### src/rtl/mtft_pkg.sv
// Shared types and constants for the market tick feature table.
package mtft_pkg;

	localparam int NUM_SYMBOLS_DEF = 1024;
	localparam int MAX_AW          = 16;
	localparam int IDX_W           = 10;
	localparam int PRICE_W         = 32;
	localparam int SPREAD_W        = 33;
	localparam int IMB_W           = 16;
	localparam int SUM_W           = 64;
	localparam int TIME_W          = 64;
	localparam int QUOT_W          = 32;
	localparam int DEN_W           = 33;
	localparam int NUM_W           = 64;
	localparam int Q14_SHIFT       = 14;
	localparam int IN_TDATA_W      = 208;
	localparam int OUT_TDATA_W     = 376;

	localparam logic CMD_TICK = 1'b0;
	localparam logic CMD_READ = 1'b1;

	typedef struct packed {
		logic [TIME_W-1:0]  tick_time;
		logic [PRICE_W-1:0] ask_qty;
		logic [PRICE_W-1:0] bid_qty;
		logic [PRICE_W-1:0] ask_px;
		logic [PRICE_W-1:0] bid_px;
		logic [IDX_W-1:0]   symbol_index;
	} in_data_t;

	typedef struct packed {
		logic [TIME_W-1:0]          last_time;
		logic [SUM_W-1:0]           vwap_volume_sum;
		logic [SUM_W-1:0]           vwap_price_sum;
		logic [PRICE_W-1:0]         last_mid;
		logic [PRICE_W-1:0]         last_ask;
		logic [PRICE_W-1:0]         last_bid;
		logic [PRICE_W-1:0]         micro_price;
		logic signed [IMB_W-1:0]    imbalance;
		logic signed [SPREAD_W-1:0] spread;
	} rec_data_t;

	typedef struct packed {
		logic      known;
		rec_data_t data;
	} rec_t;

	typedef struct packed {
		logic             start;
		logic [NUM_W-1:0] num;
		logic [DEN_W-1:0] den;
	} div_req_t;

endpackage

### src/rtl/mtft_div.sv
// Radix-2 restoring divider, one quotient bit per cycle.
module mtft_div (
	input  logic                      clk,
	input  logic                      arst_n,
	input  mtft_pkg::div_req_t        req,
	output logic                      busy,
	output logic [mtft_pkg::QUOT_W-1:0] quot
);
	import mtft_pkg::*;

	localparam int CW = $clog2(QUOT_W);

	logic [DEN_W-1:0]  rem_q;
	logic [DEN_W-1:0]  den_q;
	logic [QUOT_W-1:0] nsh_q;
	logic [QUOT_W-1:0] quot_q;
	logic [CW-1:0]     cnt_q;
	logic              busy_q;
	logic [DEN_W:0]    trial;
	logic              fits;

	assign trial = {rem_q, nsh_q[QUOT_W-1]};
	assign fits  = trial >= {1'b0, den_q};

	always_ff @(posedge clk or negedge arst_n) begin
		if (!arst_n) begin
			busy_q <= 1'b0;
			cnt_q  <= '0;
		end else if (req.start) begin
			busy_q <= 1'b1;
			cnt_q  <= CW'(QUOT_W - 1);
		end else if (busy_q) begin
			cnt_q <= cnt_q - 1'b1;
			if (cnt_q == '0) begin
				busy_q <= 1'b0;
			end
		end
	end

	always_ff @(posedge clk) begin
		if (req.start) begin
			rem_q  <= DEN_W'(req.num[NUM_W-1:QUOT_W]);
			nsh_q  <= req.num[QUOT_W-1:0];
			den_q  <= req.den;
			quot_q <= '0;
		end else if (busy_q) begin
			rem_q  <= fits ? DEN_W'(trial - {1'b0, den_q}) : trial[DEN_W-1:0];
			nsh_q  <= {nsh_q[QUOT_W-2:0], 1'b0};
			quot_q <= {quot_q[QUOT_W-2:0], fits};
		end
	end

	assign busy = busy_q;
	assign quot = quot_q;
endmodule

### config.mk
export PLATFORM = sky130hd
export DESIGN_NAME = mtft_div
export DESIGN_NICKNAME = d
export VERILOG_FILES = /design/src/rtl/mtft_pkg.sv /design/src/rtl/mtft_div.sv
export SDC_FILE = /design/constraint.sdc
export NUM_CORES = 1
export LEC_CHECK = 0
export BUFFER_PORTS_ARGS = -buffer_cell sky130_fd_sc_hd__buf_2
export CAP_MARGIN = 5
export CORE_ASPECT_RATIO = 0.5
export CORE_MARGIN = 3
export CORE_UTILIZATION = 49
export CTS_BUF_LIST = sky130_fd_sc_hd__clkbuf_16
export CTS_CLUSTER_SIZE = 8
export DETAILED_ROUTE_END_ITERATION = 6
export PLACE_DENSITY = 0.78
export SETUP_SLACK_MARGIN = 0.15
export SKIP_CTS_REPAIR_TIMING = 1
export SLEW_MARGIN = 5
export SYNTH_ARGS = -nofsm -noshare
export SYNTH_HDL_FRONTEND = slang
export SYNTH_SLANG_ARGS = --single-unit
### constraint.sdc
create_clock -name clk -period 9.53 [get_ports clk]
set_input_delay 1.4295 -clock clk [delete_from_list [all_inputs] [get_ports clk]]
set_output_delay 1.4295 -clock clk [all_outputs]
set_load 0.005 [all_outputs]
# Word level (Yosys, flattened, before mapping)
# Cells that the tools add are included.
[word_totals]
register_bits = 136
latch_bits = 0
ramBits = 0
romBits = 0
out_inout_bits = 33
n_memories = 0
[classes]
addsub = 2
mul = 0
div = 0
order_cmp = 1
n_eq_ne = 0
shifts = 0
n_mux = 10
bitwise = 0
reduce_logical = 2
[ops]
columns = ["cell", "count"]
rows = [
  ["$mux 32", 4],
  ["$ge 34x33->1", 1],
  ["$mux 33", 1],
  ["$sub 33x33->33", 1],
  ["$mux 5", 2],
  ["$logic_not 5->1", 1],
  ["$sub 5x1->5 const B", 1],
  ["$mux 1", 3],
  ["$reduce_bool 2->1", 1],
]

# Logic depth before layout (Yosys ltp)
[logic_depth]
depth_word = 4
depth_mapped = 14
mapped_depth_nobuf = 12

# Worst setup path before layout
# No wires, ideal clock.
[synth_path]
kind = "input-to-reg"
start = "input req[97] (netlist name)"
end = "register nsh_q[0], enable pin"
setup_ns = 0.394
arrival_time_ns = 3.055
path_slack_ns = 6.081
stages = 4
cell_sequence = "clkbuf_1 > clkbuf_1 > clkbuf_1 > or2_2"
[synth_via]
elab_chain_cells = 1
[synth_rtl]
columns = ["element", "line", "rtl"]
rows = [
  ["from (decl)", "mtft_div.sv:5", "input mtft_pkg::div_req_t req,"],
  ["$reduce_bool 2->1 (no line)", "--", ""],
  ["to (signal assigned)", "mtft_div.sv:43", "nsh_q <= req.num[QUOT_W-1:0];"],
  ["to (signal assigned)", "mtft_div.sv:48", "nsh_q <= {nsh_q[QUOT_W-2:0], 1'b0};"],
  ["to (decl)", "mtft_div.sv:15", "logic [QUOT_W-1:0] nsh_q;"],
]
# No other way between the ends.
# A chain may end at the register's enable or synchronous reset.

# Final worst setup path
[layout_path]
start = "register nsh_q[31]"
end = "register rem_q[30] (data pin)"
[layout_via]
elab_chain_cells = 4
word_cells_on_any_way = 5
cone_classes = "add/sub (1); order compare (1); mux (3)"
[layout_rtl]
columns = ["element", "line", "rtl"]
rows = [
  ["$sub 33x33->33 / $ge 34x33->1 (equally long branches)", "mtft_div.sv:47, mtft_div.sv:23", ""],
  ["$mux 33 (*)", "mtft_div.sv:47", "rem_q <= fits ? DEN_W'(trial - {1'b0, den_q}) : trial[DEN_W-1:0];"],
  ["$mux 32 (*)", "mtft_div.sv:46", "end else if (busy_q) begin"],
  ["$mux 32 (*)", "mtft_div.sv:41", "if (req.start) begin"],
  ["to (signal assigned)", "mtft_div.sv:42", "rem_q <= DEN_W'(req.num[NUM_W-1:QUOT_W]);"],
  ["to (signal assigned)", "mtft_div.sv:47", ""],
  ["to (decl)", "mtft_div.sv:13", "logic [DEN_W-1:0] rem_q;"],
]
# Mark *: on every way between the ends. The rest lies on a longest branch, timed or not. The select of a mux whose other input is x is not followed.

==> results by stage <==
Cells and area:
- The layout has 1238 filler cells.
- The proportion of layout cells with a drive suffix above 1 is 30.0%.
- Compared with the post-synthesis result, the final layout area differs by 18.1%.
- For this run, the post-layout net count is 923.
- The final core area utilization is 60.4%.
- After routing the design area is 0.00890 sq mm.
- The total area of sequential cells is 0.00372 sq mm.
- 0 antenna diodes ended up in the layout.
- The multi-input combinational cell area is 0.00350 sq mm.

Logic synthesis:
- By area the synthesized netlist is led by sky130_fd_sc_hd__edfxtp_1, sky130_fd_sc_hd__dfxtp_1, sky130_fd_sc_hd__mux2_2, sky130_fd_sc_hd__ha_1, sky130_fd_sc_hd__mux2i_1.
- The instance count of the mapped netlist is 664.
- The cell with the most instances after synthesis is sky130_fd_sc_hd__edfxtp_1.
- The biggest area consumer among synthesized cells is sky130_fd_sc_hd__edfxtp_1.
- The synthesized netlist contains 65 unique library cells.
- After synthesis, the mean cell area works out to 11.4 sq um.
- The Yosys step of the flow raised 0 warnings.
- The fraction of post-synthesis cell area in the top cell type by area is 38.6%.
- The async set-or-reset flop fraction in the synthesized netlist is 4.41%.
- The net count of the mapped netlist is 800.
- The post-synthesis sequential element count is 136.
- The number of flops mapped to enable cells by yosys is 97.
- The post-synthesis sequential area ratio is 49.4%.
- By count the netlist is led by sky130_fd_sc_hd__edfxtp_1, sky130_fd_sc_hd__nor2_1, sky130_fd_sc_hd__mux2_2.
- The synthesized cell area is 0.00754 sq mm.
- The most used flip-flop cell after synthesis is sky130_fd_sc_hd__edfxtp_1.

Routing:
- The total number of vias is 5514.
- The remaining design rule violation count is 0.
- The detail route stage leaves a number of antenna-violating nets equal to 0.
- Dividing the detail-routed wire length by the instance count gives 16.3 microns.
- The starting DRC count in detailed routing is 393.
- Before antenna repair, the detailed router went through 5 iterations.
- Dividing the detail-routed via count by the number of cells gives 5.53.
- The post-detailed-routing wire length is 16.3 mm.

Die:
- The floorplan die area is 0.0170 sq mm.
- In this run the standard cell core region covers 0.0147 sq mm.
- The number of primary I/O pins is 133.
- Measured along the x axis, the die boundary spans 181 microns.
- The number of rows in the core area is 31.
- For this configuration, the core starts out at a cell density of 51.1%.
- The chip height is 93.7 microns.

Worst setup path:
- The most critical setup path has its startpoint at nsh_q[31].
- The reg-to-reg setup timing slack is 5.91 ns.
- The capture point of the worst reg-to-reg path is rem_q[30].
- STA classifies the critical path startpoint as a flop.
- The launching point of the worst reg2reg path is nsh_q[31].
- The arrival time at the worst endpoint is 3.78 ns.
- The largest fanout on the critical path is 13.
- The worst setup path is of the flop to flop kind.
- The worst reg2reg path depth is 12.
- The most critical setup path has its endpoint at rem_q[30].
- The required arrival time at the worst endpoint is 9.69 ns.
- The endpoint kind of the worst setup timing path is a flop.

STA:
- Static timing analysis puts the maximum clock frequency at 276 MHz.
- The shortest period the worst path allows is 3.62 ns.
- Clock skew on the completed layout was measured at 0.0111 ns.
- The number of setup violations in the final report is 0.
- The final-report hold violation count is 0.
- The max-slew violation count is 0.
- In this run the tightest slew margin relative to its limit is 30.9%.
- Setup repair after global routing left no endpoint under its margin.
- The setup TNS is 0 ns.
- The slew at the pin closest to its max-slew limit is 1.04 ns.
- The portion of the clock cycle consumed by the worst path in the final layout is 38.0%.

Place:
- The count of buffers inserted at the top-level ports is 132.
- The global placement routability congestion is 0.877.
- Summed over all nets, the half-perimeter wirelength after detailed placement is 11.3 mm.
- Once placement finished, the instance area stood at 0.00832 sq mm.

Hold path:
- Counting instances, the worst hold path has a depth of 2.
- The worst hold-check path type is flop to flop.

Clocking:
- Clock-pin slew was measured on the worst setup and hold paths at 0.07 ns.
- CTS placed an instance of sky130_fd_sc_hd__clkbuf_16 at the clock tree root.
- The later pin in the worst-skew pair is clocked with a latency of 0.42 ns.
- The TritonCTS clock tree is yes.
- The H-tree depth reported by CTS is 4.
- Clock tree synthesis inserted a total of 17 buffers.
- The buffer depth of the longest clock path is 2.
- For this design, the sink count on the clock tree is 136.

Power and ir drop:
- The cell area power density is 295 mW/mm^2.
- The sequential power share is 31.5%.
- The switching fraction of total power is 36.2%.
- IR analysis of the VDD net gives a maximum drop of 0.175 mV.
- The power after layout is 2.62 mW.
- The design internal power is 1.67 mW.
- The total net switching power is 949 uW.
- The clock network accounts for 25.0% of the total power.
- For this design the static power due to leakage is 4.09 nW.
- Combinational logic is responsible for 43.5% of the overall power.

Global route:
- The number of global-route vias before repair was 5578.
- The wire length of the first global-routing pass is 26.6 mm.
- Entering global routing, the biggest net connects 94 pins.
- Summed over all layers, the global routing overflow is 0.
- Across every metal layer, demand over resource in global routing totals 19.4%.
- The initial antenna violation count was 0.

Run:
- The max-capacitance violation count is 0.

Run status:
- The run finished with clean final reports.
## layout make-up
type | instances | area share, %
clock inverter | 15 | 1.70
clock buffer | 17 | 4.78
tap | 198 | 2.78
multi-input combinational | 453 | 39.4
sequential | 136 | 41.8
timing repair buffer | 134 | 7.62
inverter | 45 | 1.90
## worst max-delay path, stage by stage (launching register included)
cell	delay [ns]
sky130_fd_sc_hd__edfxtp_1	0.39
sky130_fd_sc_hd__inv_1	0.07
sky130_fd_sc_hd__ha_1	0.15
sky130_fd_sc_hd__inv_1	0.05
sky130_fd_sc_hd__fa_1	0.43
sky130_fd_sc_hd__a211oi_1	0.32
sky130_fd_sc_hd__o211ai_1	0.22
sky130_fd_sc_hd__a21boi_2	0.27
sky130_fd_sc_hd__o21ai_2	0.10
sky130_fd_sc_hd__o211ai_4	0.30
sky130_fd_sc_hd__and2_2	0.45
sky130_fd_sc_hd__nor2_1	0.20
sky130_fd_sc_hd__a221o_1	0.40
## registers in the layout, summed over array words and instances, names as in the netlist
name   cells
cnt_q      5
den_q     33
rem_q     33
quot      32
busy       1
nsh_q     32
## routing by layer
layer	track usage [%]	part of all wire, %	vias to the layer above
met2	32.1	47	165
li1	-	-	2675
met5	0	0	-
met4	6.78	1.9	0
met3	4.14	5.4	35
met1	25.4	46	2639
## cell usage in the layout (no fill, tap or decap), types with 4 or more instances in the layout
cell type and n:
sky130_fd_sc_hd__and2_1 7, sky130_fd_sc_hd__dfxtp_1 33, sky130_fd_sc_hd__mux2i_1 36, sky130_fd_sc_hd__nor3_1 9, sky130_fd_sc_hd__mux2_4 14, sky130_fd_sc_hd__a221o_1 4
sky130_fd_sc_hd__inv_6 7, sky130_fd_sc_hd__ha_1 35, sky130_fd_sc_hd__buf_2 131, sky130_fd_sc_hd__nor2b_1 6, sky130_fd_sc_hd__o21ai_0 25, sky130_fd_sc_hd__nor2_1 49
sky130_fd_sc_hd__or3_1 5, sky130_fd_sc_hd__edfxtp_1 97, sky130_fd_sc_hd__a21o_1 19, sky130_fd_sc_hd__xor2_1 7, sky130_fd_sc_hd__dfrtp_1 5, sky130_fd_sc_hd__nand2_1 30
sky130_fd_sc_hd__clkbuf_16 17, sky130_fd_sc_hd__a211oi_1 9, sky130_fd_sc_hd__nand3_1 9, sky130_fd_sc_hd__mux2_2 47, sky130_fd_sc_hd__nor3b_1 4, sky130_fd_sc_hd__a21oi_1 41
sky130_fd_sc_hd__nand4_1 7, sky130_fd_sc_hd__inv_1 45, sky130_fd_sc_hd__nand2b_1 12, sky130_fd_sc_hd__xnor2_1 21, sky130_fd_sc_hd__o211ai_1 5
## cell families (layout without fill, tap and decap cells)
kind of cell             after synthesis  in the layout  share of synthesized area (%)
AO/OA/AOI/OAI                        135            135                           12.1
AND/OR/NAND/NOR                      157            157                           10.5
buffers and inverters                 75            211                           4.12
flip-flops                           136            136                           49.4
adder cells (fa/ha/maj)               36             36                           6.07
XOR/XNOR                              28             28                           3.25
multiplexers                          97             97                           14.6
## per-stage QoR
stage / hold WS [ns] / instances / worst slack [ns]
4_1_cts: 0.500 / 998 / 5.95
6_report: 0.499 / 998 / 5.91
3_5_place_dp: 0.492 / 966 / 5.59
5_1_grt: 0.535 / 998 / 5.69
2_1_floorplan: 0.485 / 664 / 6.08
3_3_place_gp: 0.472 / 966 / 5.70
## power by group through the flow
stage / Combinational (mW) / Sequential (mW) / Clock, mW
floorplan: 0.922 / 0.815 / 0
global placement: 1.08 / 0.831 / 0
detailed placement: 1.12 / 0.834 / 0
CTS: 1.13 / 0.824 / 0.666
global route: 1.26 / 0.837 / 0.692
finish: 1.14 / 0.825 / 0.656
## worst min path at each step
stage / from / to / slack, ns
2_1_floorplan: quot[31] / quot[31] / 0.49
3_3_place_gp: quot[31] / quot[31] / 0.47
3_5_place_dp: quot[0] / quot[0] / 0.49
4_1_cts: quot[0] / quot[0] / 0.50
5_1_grt: quot[0] / quot[0] / 0.53
6_report: quot[0] / quot[0] / 0.50
Power figures use the tool's default switching activity.
