--- src/rtl/mtft_ram.sv ---
// Generic single-port-write, registered-read RAM.
module mtft_ram #(
	parameter int WIDTH = 8,
	parameter int DEPTH = 16,
	parameter int AW    = 4
) (
	input  logic             clk,
	input  logic             wr_en,
	input  logic [AW-1:0]    wr_addr,
	input  logic [WIDTH-1:0] wr_data,
	input  logic             rd_en,
	input  logic [AW-1:0]    rd_addr,
	output logic [WIDTH-1:0] rd_data
);
	logic [WIDTH-1:0] mem [DEPTH];

	always_ff @(posedge clk) begin
		if (wr_en) begin
			mem[wr_addr] <= wr_data;
		end
		if (rd_en) begin
			rd_data <= mem[rd_addr];
		end
	end
endmodule

--- config.mk ---
export PLATFORM = sky130hd
export DESIGN_NAME = mtft_ram
export DESIGN_NICKNAME = d
export VERILOG_FILES = /design/src/rtl/mtft_ram.sv
export SDC_FILE = /design/constraint.sdc
export NUM_CORES = 1
export LEC_CHECK = 0
export BUFFER_PORTS_ARGS = -buffer_cell sky130_fd_sc_hd__buf_2
export CAP_MARGIN = 10
export CORE_ASPECT_RATIO = 0.5
export CORE_UTILIZATION = 60
export DETAILED_ROUTE_END_ITERATION = 7
export PLACE_DENSITY_LB_ADDON = 0.08
export SYNTH_ARGS = -nofsm -noshare
export SYNTH_HDL_FRONTEND = slang
export SYNTH_SLANG_ARGS = --single-unit
--- constraint.sdc ---
create_clock -name clk -period 2.1 [get_ports clk]
set_input_delay 0.21 -clock clk [delete_from_list [all_inputs] [get_ports clk]]
set_output_delay 0.21 -clock clk [all_outputs]
set_load 0.03 [all_outputs]
* Word level (Yosys, flattened, before mapping)
Memory sizes are Yosys's and may differ from the RTL's. A register that Yosys moved wholly into a read port is not among the register bits. Cells that the tools add are included.
Storage, ports and cells: register bits 0, RAM bits 128, bits of input ports 19, output and inout bits 8, word-level logic and storage cells 3, memories 1
Cells by class: multiplexer cells 2
Memories:
- mem | depth 16, width 8, rd ports 1, clocked after Yosys merged registers in 1, wr ports 1, line 15 | logic [WIDTH-1:0] mem [DEPTH];
Operators with widths (count):
- 1-bit two-way mux | 2

* Depth between registers and ports, before layout
Gate-level depths: netlist of the first run.
depth in word-level cells 2, mapped depth 5, depth with buffers taken out 3

* Worst setup path before layout of the first run
No wires, ideal clock.
kind input port to flip-flop, from input port wr_addr[2], to memory mem[0][0] (enable), library setup time 383 ps, arrival 1320 ps, required time 1717 ps, setup slack 397 ps, stages 2, path buffers 0, cell sequence or3b_2 > nor3_1
RTL lines:
- from (decl) | line 9 | input logic [AW-1:0] wr_addr,
- to (decl) | line 15
No word-level cell before the write port.

==> results of run 1 <==
stage by stage:
step / std cells / setup slack, ns
global placement: 377 / 0.268
CTS: 409 / 0.522
floorplan: 229 / 0.397
detailed placement: 377 / 0.258
finish: 409 / 0.502
global route: 409 / 0.433
sequential cells by signal (all words and copies together), names as in the netlist:
register,flops
mem,128
rd_data,8
placed cells by master, fill, tap and decap left out:
cell type   count
edfxtp_1      136
buf_2          26
mux4_2         18
clkbuf_16      17
buf_4          17
a22oi_1        16
mux4_1         14
nor2_1         13
nand2_1         9
bufinv_16       5
nor3_1          4
clkinv_1        4
clkinvlp_4      3
buf_12          3
nand3b_1        2
nand2b_1        2
clkinv_2        2
nor2b_1         1
and2_1          1
and2b_1         1
nand3_1         1
or3b_2          1
inv_6           1
worst max-delay path, delay by kind of cell (launching register included):
kind            cells  cell delay (ns)
mux                 1             0.57
simple gates        1             0.09
flops               1             0.37
compound gates      1             0.32
cells by family after synthesis:
kind of cell | synth area share (%)
AOI/OAI and AO/OA | 2.30
muxes | 14.8
and+or+nand+nor | 3.14
buffers and inverters | 1.65
DFF | 78.1
final cells by class:
type	instances	area share, %
sequential	136	65.5
multi-input combinational	83	17.0
clock buffer	17	6.83
timing repair buffer	46	5.10
clock inverter	15	3.31
tap	112	2.25
routing by layer:
| layer | part of all wire [%] | routed length (microns) | up-vias |
|---|---|---|---|
| met5 | 0 | 0 | - |
| met4 | 1.4 | 147 | 0 |
| met3 | 9.2 | 937 | 9 |
| met2 | 45 | 4640 | 104 |
| met1 | 44 | 4510 | 1293 |
| li1 | - | - | 1097 |
final timing paths:
kind | start | to | slack, ns | depth (start not counted)
worst min-delay path | rd_en | rd_data[5] | 0.18 | 1
worst max-delay path | mem[5][3] | rd_data[3] | 0.50 | 3
worst max register to register | mem[5][3] | rd_data[3] | 0.50 | 3
worst min register to register | mem[12][2] | rd_data[2] | 0.74 | 3
power groups by stage:
| stage | combinational (mW) | clock, mW | sequential [mW] |
|---|---|---|---|
| after floorplan | 0.154 | 0 | 3.15 |
| after global placement | 0.305 | 0 | 3.13 |
| after detailed placement | 0.312 | 0 | 3.13 |
| after CTS | 0.317 | 3.19 | 3.08 |
| after global routing | 0.338 | 3.29 | 3.08 |
| final | 0.316 | 3.16 | 3.08 |
==> results, run 1 <==
- The run finished with clean final reports.
- The fill cell instance count of the final layout is 471.
- The clock transition at the registers of the reported paths is 0.06 ns.
- The worst path in the final design needs a cycle of 1.60 ns, including I/O delays and setup.
- The die covers 9110 sq um.
- In this run, the number of DRC markers left after iteration 0 of detailed routing was 246.
- In the synthesized netlist, the cells that appear most often are 136 x edfxtp_1, 18 x mux4_2, 16 x a22oi_1, 14 x mux4_1, 13 x nor2_1.
- Summing every instance area after synthesis gives 5230 sq um.
- The initial antenna violation count is 0.
- The starting density of the core is 63.5%.
- The max-capacitance violation count is 0.
- In this run the vertical extent of the chip is 68 microns.
- Routability-driven placement finished with a final weighted congestion of 0.824.
- The global routing usage on met2 is 37.2%.
- The finished cells cover 6230 sq um.
- The classification of the worst-slack hold path is input pin to flip-flop.
- The root buffer cell is clkbuf_16.
- The startpoint kind of the worst setup timing path is a flip-flop.
- Combinational cells account for 4.8% of the total power.
- After routing, the total negative slack on setup checks comes to 0 ns.
- The largest net degree at the start of global routing is 27.
- During synthesis, Yosys emitted a total of 0 warnings.
- The via count of the first global-routing pass came to 2424.
- In the final layout, the share of cells above drive strength 1 is 31.3%.
- Setup violations remaining at the end of the flow were counted as 0.
- VDD sags by at most 0.802 mV.
- The antenna diode instance count is 0.
- The classification of the worst setup path is flip-flop to flip-flop.
- For this run, the post-layout net count is 303.
- The clock network burns 48.2% of the power.
- The sequential cell area is 4080 sq um.
- The first detailed-routing pass ran for 4 iterations.
- For this run, global-route usage on met3 was measured as 9.70%.
- The total detailed-routing wirelength is 10200 microns.
- The share of total power consumed by net switching is 19.5%.
- The layer flagged by global routing as most heavily used is met2.
- Sequential cells were found to cover 78.1% of the synthesized design area.
- The average wire length per cell after detail routing is 25.0 microns.
- The utilization of the core after routing is 75.7%.
- The worst endpoint required time is 2.26 ns.
- Across all hold checks on the routed design, the worst slack comes to 0.179 ns.
- The area share of the largest cell type after synthesis is 78.1%.
- At the later pin of the worst-skew pair, clock insertion delay measures 0.41 ns.
- The count of buffers added on input and output ports is 26.
- The overall power is 6.55 mW.
- After synthesis, the cell types taking the most area are edfxtp_1 78%, mux4_2 7.8%, mux4_1 7.0%, a22oi_1 2.3%, nor2_1 0.93%.
- The number of clock buffers added by TritonCTS is 17.
- The dominant cell by count in the synthesized netlist is edfxtp_1.
- The number of top-level pins is 27.
- Among all flip-flop cells after synthesis, the most frequent one is edfxtp_1.
- The maximum cell stage delay along the critical path is 0.57 ns.
- The highest net fanout along the worst path is 1.
- The number of gates resized after CTS was 0.
- The count of state elements after synthesis is 136.
- For this design the static power due to leakage is 2.13 nW.
- The core region is 8230 sq um.
- In the global route stage, overall resource usage came out at 25.5%.
- In the final layout, the multi-input gates occupy 1060 sq um.
- TritonCTS built the clock tree.
- Setup repair after global routing left no endpoint under its margin.
- The count of standard-cell rows is 23.
- When the netlist entered floorplanning its net count stood at 248.
- Timing would allow up to 0.626 GHz.
- The kind of end point of the critical path is a flip-flop.
- The proportion of power drawn by flip-flops and latches is 47.0%.
- For the final database, setup skew stands at 0.00696 ns.
- Clock tree synthesis found a total of 136 sinks.
- The total via count after detailed routing is 2503.
- The depth of the CTS H-tree is 4.
- The remaining global-route overflow is 0.
- In this run the horizontal extent of the chip is 134 microns.
- The power spent charging and discharging nets is 1.28 mW.
- On the critical path, the stage with the largest delay is an instance of mux4_1.
- The areal power density over the cells is 1050 nW/um^2.
- The cell count after synthesis came out at 229.
- Summing all placed instances gives a cell area of 5600 sq um.
- The detail route stage leaves a number of antenna-violating nets equal to 0.
- The share of the clock period used by the worst path after layout is 76.1%.
- The max-slew violation total from the final report is 0.
- The number of hold-slack violations in the final timing report was 0.
- The worst pin sits at a relative slew slack of 56.1%.
- For this run, design rule violations remaining after detail routing come to 0.
- The transition time at the pin with the least slew margin is 0.656 ns.
- Post-CTS timing repair inserted 0 buffers for setup.
- In the global route stage, met1 resource usage came out at 34.7%.
- The cell taking the most area after synthesis is edfxtp_1.
- The number of hold buffers added after CTS was 0.
- The global-route wire length before repair is 14900 microns.
- Data arrives at the worst endpoint at 1.76 ns.
- The synthesized netlist contains 18 unique library cells.
- The post-synthesis async set-or-reset flop share is 0%.
- Dividing the detail-routed via count by the number of cells gives 6.12.
- The count of flip-flops with a built-in enable after synthesis is 136.
- Internal power comes to 5.27 mW.
- The clock passes through at most 2 buffers.
- The layout overhead on the synthesized area is 19.2%.
- The critical path goes through mux4_1 > a22oi_1 > nand2_1.
- The average instance in the mapped netlist occupies 22.8 sq um.
- Summed over all nets, the half-perimeter wirelength after detailed placement is 6130 microns.
Note: power is estimated with default switching activity, not from simulation.
==> run 2: changes to the inputs <==
Settings changed: ABC_AREA set to 1, CORE_UTILIZATION 60 to 61.
Clock period 2.1 ns to 1.6 ns, I/O delays scaled along.
==> run 2 against run 1 <==
Compared with the run above:
- via count increased by 60%
- worst hold slack got worse by 0.050 ns
- first-iteration DRC count increased by 71%
- global-route usage increased by 3.5 points
- power increased by 30%
- synthesized area increased by 12%
- clock-buffer cell count increased by 2
- critical path type is now flip-flop to output port
==> results, run 2 <==
- The worst max-slew margin expressed relative to the limit was 59.0% (+2.9 points).
- The number of top-level pins is 27 (unchanged).
- The power spent charging and discharging nets is 1.76 mW (+38%).
- The number of hold-slack violations in the final timing report was 0 (unchanged).
- Yosys instantiated no cell more often than nand2_1.
- The count of standard-cell rows came to 24 (+4.3%).
- The max-slew violation total from the final report is 0 (unchanged).
- The worst-skew pair later-pin latency is 0.41 ns (about the same).
- The max-capacitance violation count came to 0 (unchanged).
- The number of cells after detailed placement is 693 (+84%).
- The leading cell type in the layout, fill and taps excluded is nand2_1.
- The minimum clock period is 1.25 ns.
- The die area is 10000 sq um (+9.8%).
- The CTS sink count is 136 (unchanged).
- The count of input and output buffers came to 26 (unchanged).
- The total detailed-routing wirelength was 13200 microns (+29%).
- The clock transition at the registers of the reported paths is 0.06 ns (about the same).
- The leakage component of the power was 2.94 nW (+38%).
- The antenna diode instance count is 0 (unchanged).
- The post-detailed-placement half-perimeter wirelength is 8160 microns (+33%).
- Among all stages on the critical path, the largest delay is contributed by edfxtp_1.
- The number of flip-flops in the largest register is 128 (unchanged).
- The final non-filler cell total is 723 (+77%).
- The largest registers in the layout are mem (128), rd_data (8).
- The worst ir drop on vdd came to 1.03 mV (+28%).
- The post-CTS setup-driven buffer insertion count is 0 (unchanged).
- The share of total power consumed by net switching came to 20.7% (+1.2 points).
- The largest net degree at the start of global routing was 65 (+140%).
- The count of state elements after synthesis is 136 (unchanged).
- The area growth from synthesis to layout is 15.3%.
- Setup repair after global routing left no endpoint under its margin.
- The count of flip-flops with a built-in enable after synthesis is 136 (unchanged).
- The initial antenna violation count is 0 (unchanged).
- The classification of the worst-slack hold path is input pin to flip-flop.
- The post-synthesis async set-or-reset flop share is 0% (unchanged).
- For this run, the top clock speed supported by timing is 0.802 GHz.
- The number of DRC violations after detailed-routing iteration 0 is 420 (+71%).
- In the post-synthesis netlist, the biggest area contributors are edfxtp_1 70%, nand2_1 11%, nand3_1 8.3%, inv_1 6.4%, buf_6 1.2%.
- The flow ran to the end, and the final reports show no timing, DRC or antenna violations.
- The via count of the first global-routing pass is 3718 (+53%).
- The combinational share of power is 6.2% (+1.4 points).
- The sum of negative setup slack is 0 ns (unchanged).
- The number of buffers added to fix hold violations after cts is 0 (unchanged).
- The cell taking the most area after synthesis is edfxtp_1.
- TritonCTS built the clock tree.
- The global-route wire length before repair is 20300 microns (+36%).
- The number of distinct library cell variants in the gate-level netlist after synthesis is 11 (-7).
- The overall die height was 71.2 microns (+4.8%).
- The arrival time at the worst endpoint came to 1.09 ns (-0.67 ns).
- The average cell area after synthesis is 10.6 sq um (-54%).
- The total via count after detailed routing is 3995 (+60%).
- The number of remaining DRC errors is 0 (unchanged).
- The root buffer cell chosen for the clock tree is clkbuf_16.
- The core footprint is 9010 sq um (+9.5%).
- The areal power density over the cells came to 1260 nW/um^2 (+20%).
- The post-synthesis net count is 570 (+130%).
- The maximum cell stage delay along the critical path is 0.46 ns (-0.11 ns).
- The share of synthesized area occupied by flip-flops and latches came to 69.8% (-8.3 points).
- The share of final-layout standard cells stronger than drive strength 1 is 12.5% (-19 points).
- The internal power of the cells is 6.73 mW (+28%).
- The number of buffers and inverters on the critical path is 1 (+1).
- The horizontal die dimension is 140 microns (+4.8%).
- The number of cells upsized or downsized after cts was 0 (unchanged).
- The maximum number of buffers from clock root to sink is 2 (unchanged).
- Walking the worst path, the cells encountered are buf_2.
- In the layout the commonest cells are 173 x nand2_1, 136 x edfxtp_1, 100 x inv_1.
- For this run, the leading register cell type out of synthesis is edfxtp_1.
- The transition time at the pin with the least slew margin came to 0.614 ns (-0.0419 ns).
- The fraction of power consumed by the clock network is 46.2% (-2.0 points).
- The worst endpoint required time is 1.44 ns (-0.82 ns).
- The register bank with the most flops is mem.
- The remaining global-route overflow is 0 (unchanged).
- Counting instances in the post-synthesis netlist gives the leading cell types as 173 x nand2_1, 136 x edfxtp_1, 100 x inv_1, 97 x nand3_1, 17 x nor2_1.
- The depth of the CTS H-tree is 4 (unchanged).
- The total clock buffers created by CTS is 17 (unchanged).
- The number of nets in the finished design is 614 (+100%).
- Broken down by cell family, the worst path's largest delay share belongs to flip-flops.
- The highest net fanout along the worst path is 1 (unchanged).
- The kind of end point of the critical path is an output port.
- The global router's overall resource usage is 29.0% (+3.5 points).
- The setup clock skew after layout is 0.00410 ns (-0.00286 ns).
- The proportion of power drawn by flip-flops and latches was 47.6% (+0.6 points).
- The final count of negative-setup-slack endpoints is 0 (unchanged).
- The residual antenna-violating net count after detailed routing is 0 (unchanged).
- The total of warnings raised by yosys was 0 (unchanged).
- The critical path is of the flip-flop to output port type.
- The netlist area before placement is 5850 sq um (+12%).
- The starting density of the core came to 64.9% (+1.4 points).
- The final estimated routing congestion in global placement is 0.810 (-1.7%).
- The average wire length per cell after detail routing was 18.2 microns (-27%).
- The number of instances in the synthesized netlist came to 551 (+140%).
- The utilization of the core after routing is 74.9% (-0.85 points).
- In the finished design, the share of the clock period the worst path needs comes to 78.0%.
- The startpoint kind of the worst setup timing path is a flip-flop.
- The first-pass iteration count of the detailed router is 5 (+1).
- The via density per instance is 5.53 (-9.7%).
- The area share of the largest cell type after synthesis is 69.8% (-8.3 points).
run 2: cell types whose count changed in the layout (fill, tap and decap cells not counted), sizes merged, moves of 2 or more:
cell | before | now
mux4 | 32 | 0
nor3 | 4 | 0
nand3 | 1 | 97
a22oi | 16 | 0
inv | 1 | 102
nor2 | 13 | 17
clkbuf | 17 | 19
buf | 46 | 49
nand2 | 9 | 173
nand2b | 2 | 0
run 2: kinds of logic after synthesis:
family                 count (synthesis)  synth area share (%)
and+or+nand+nor                      289                  20.8
DFF                                  136                  69.8
buffers and inverters                126                  9.39
run 2: per-layer routing:
| metal | part of all wire (%) | track usage [%] | up-vias |
|---|---|---|---|
| met2 | 46 | 45.1 | 203 |
| met3 | 10 | 9.63 | 20 |
| met5 | 0 | 0 | - |
| li1 | - | - | 1865 |
| met4 | 1.4 | 9.54 | 0 |
| met1 | 42 | 39.5 | 1907 |
run 2: through the flow:
| step | hold WS (ns) | worst slack, ns | total power [mW] | instance area (sq um) |
|---|---|---|---|---|
| global placement | 0.544 | 0.152 | 4.62 | 6150 |
| floorplan | 0.259 | 0.489 | 4.42 | 5850 |
| detailed placement | 0.537 | 0.158 | 4.63 | 6150 |
| CTS | 0.114 | 0.364 | 8.51 | 6740 |
| finish | 0.129 | 0.353 | 8.49 | 6740 |
| global route | 0.110 | 0.337 | 8.72 | 6740 |
run 2: cell type report:
class                           count  area, sq um
Sequential cell                   136         4080
Fill cell                         592         2260
Multi-Input combinational cell    289         1210
Clock buffer                       19          433
Inverter                          102          383
Timing Repair Buffer               49          328
Clock inverter                     11          156
Tap cell                          117          146
run 2: worst paths after layout:
path / endpoint / slack (ns) / startpoint / depth (start not counted)
hold / removal: rd_data[4] / 0.13 / rd_en / 1
setup reg to reg: rd_data[7] / 0.45 / mem[12][7] / 6
setup / recovery: rd_data[1] / 0.35 / rd_data[1] / 1
hold reg to reg: rd_data[7] / 0.77 / mem[6][7] / 6
run 2: power by group through the flow:
| stage | Clock [mW] | Sequential [mW] | Combinational (mW) |
|---|---|---|---|
| 6_report | 3.92 | 4.04 | 0.526 |
| 5_1_grt | 4.10 | 4.04 | 0.572 |
| 4_1_cts | 3.95 | 4.04 | 0.522 |
| 3_5_place_dp | 0 | 4.11 | 0.517 |
| 3_3_place_gp | 0 | 4.11 | 0.509 |
| 2_1_floorplan | 0 | 4.14 | 0.281 |
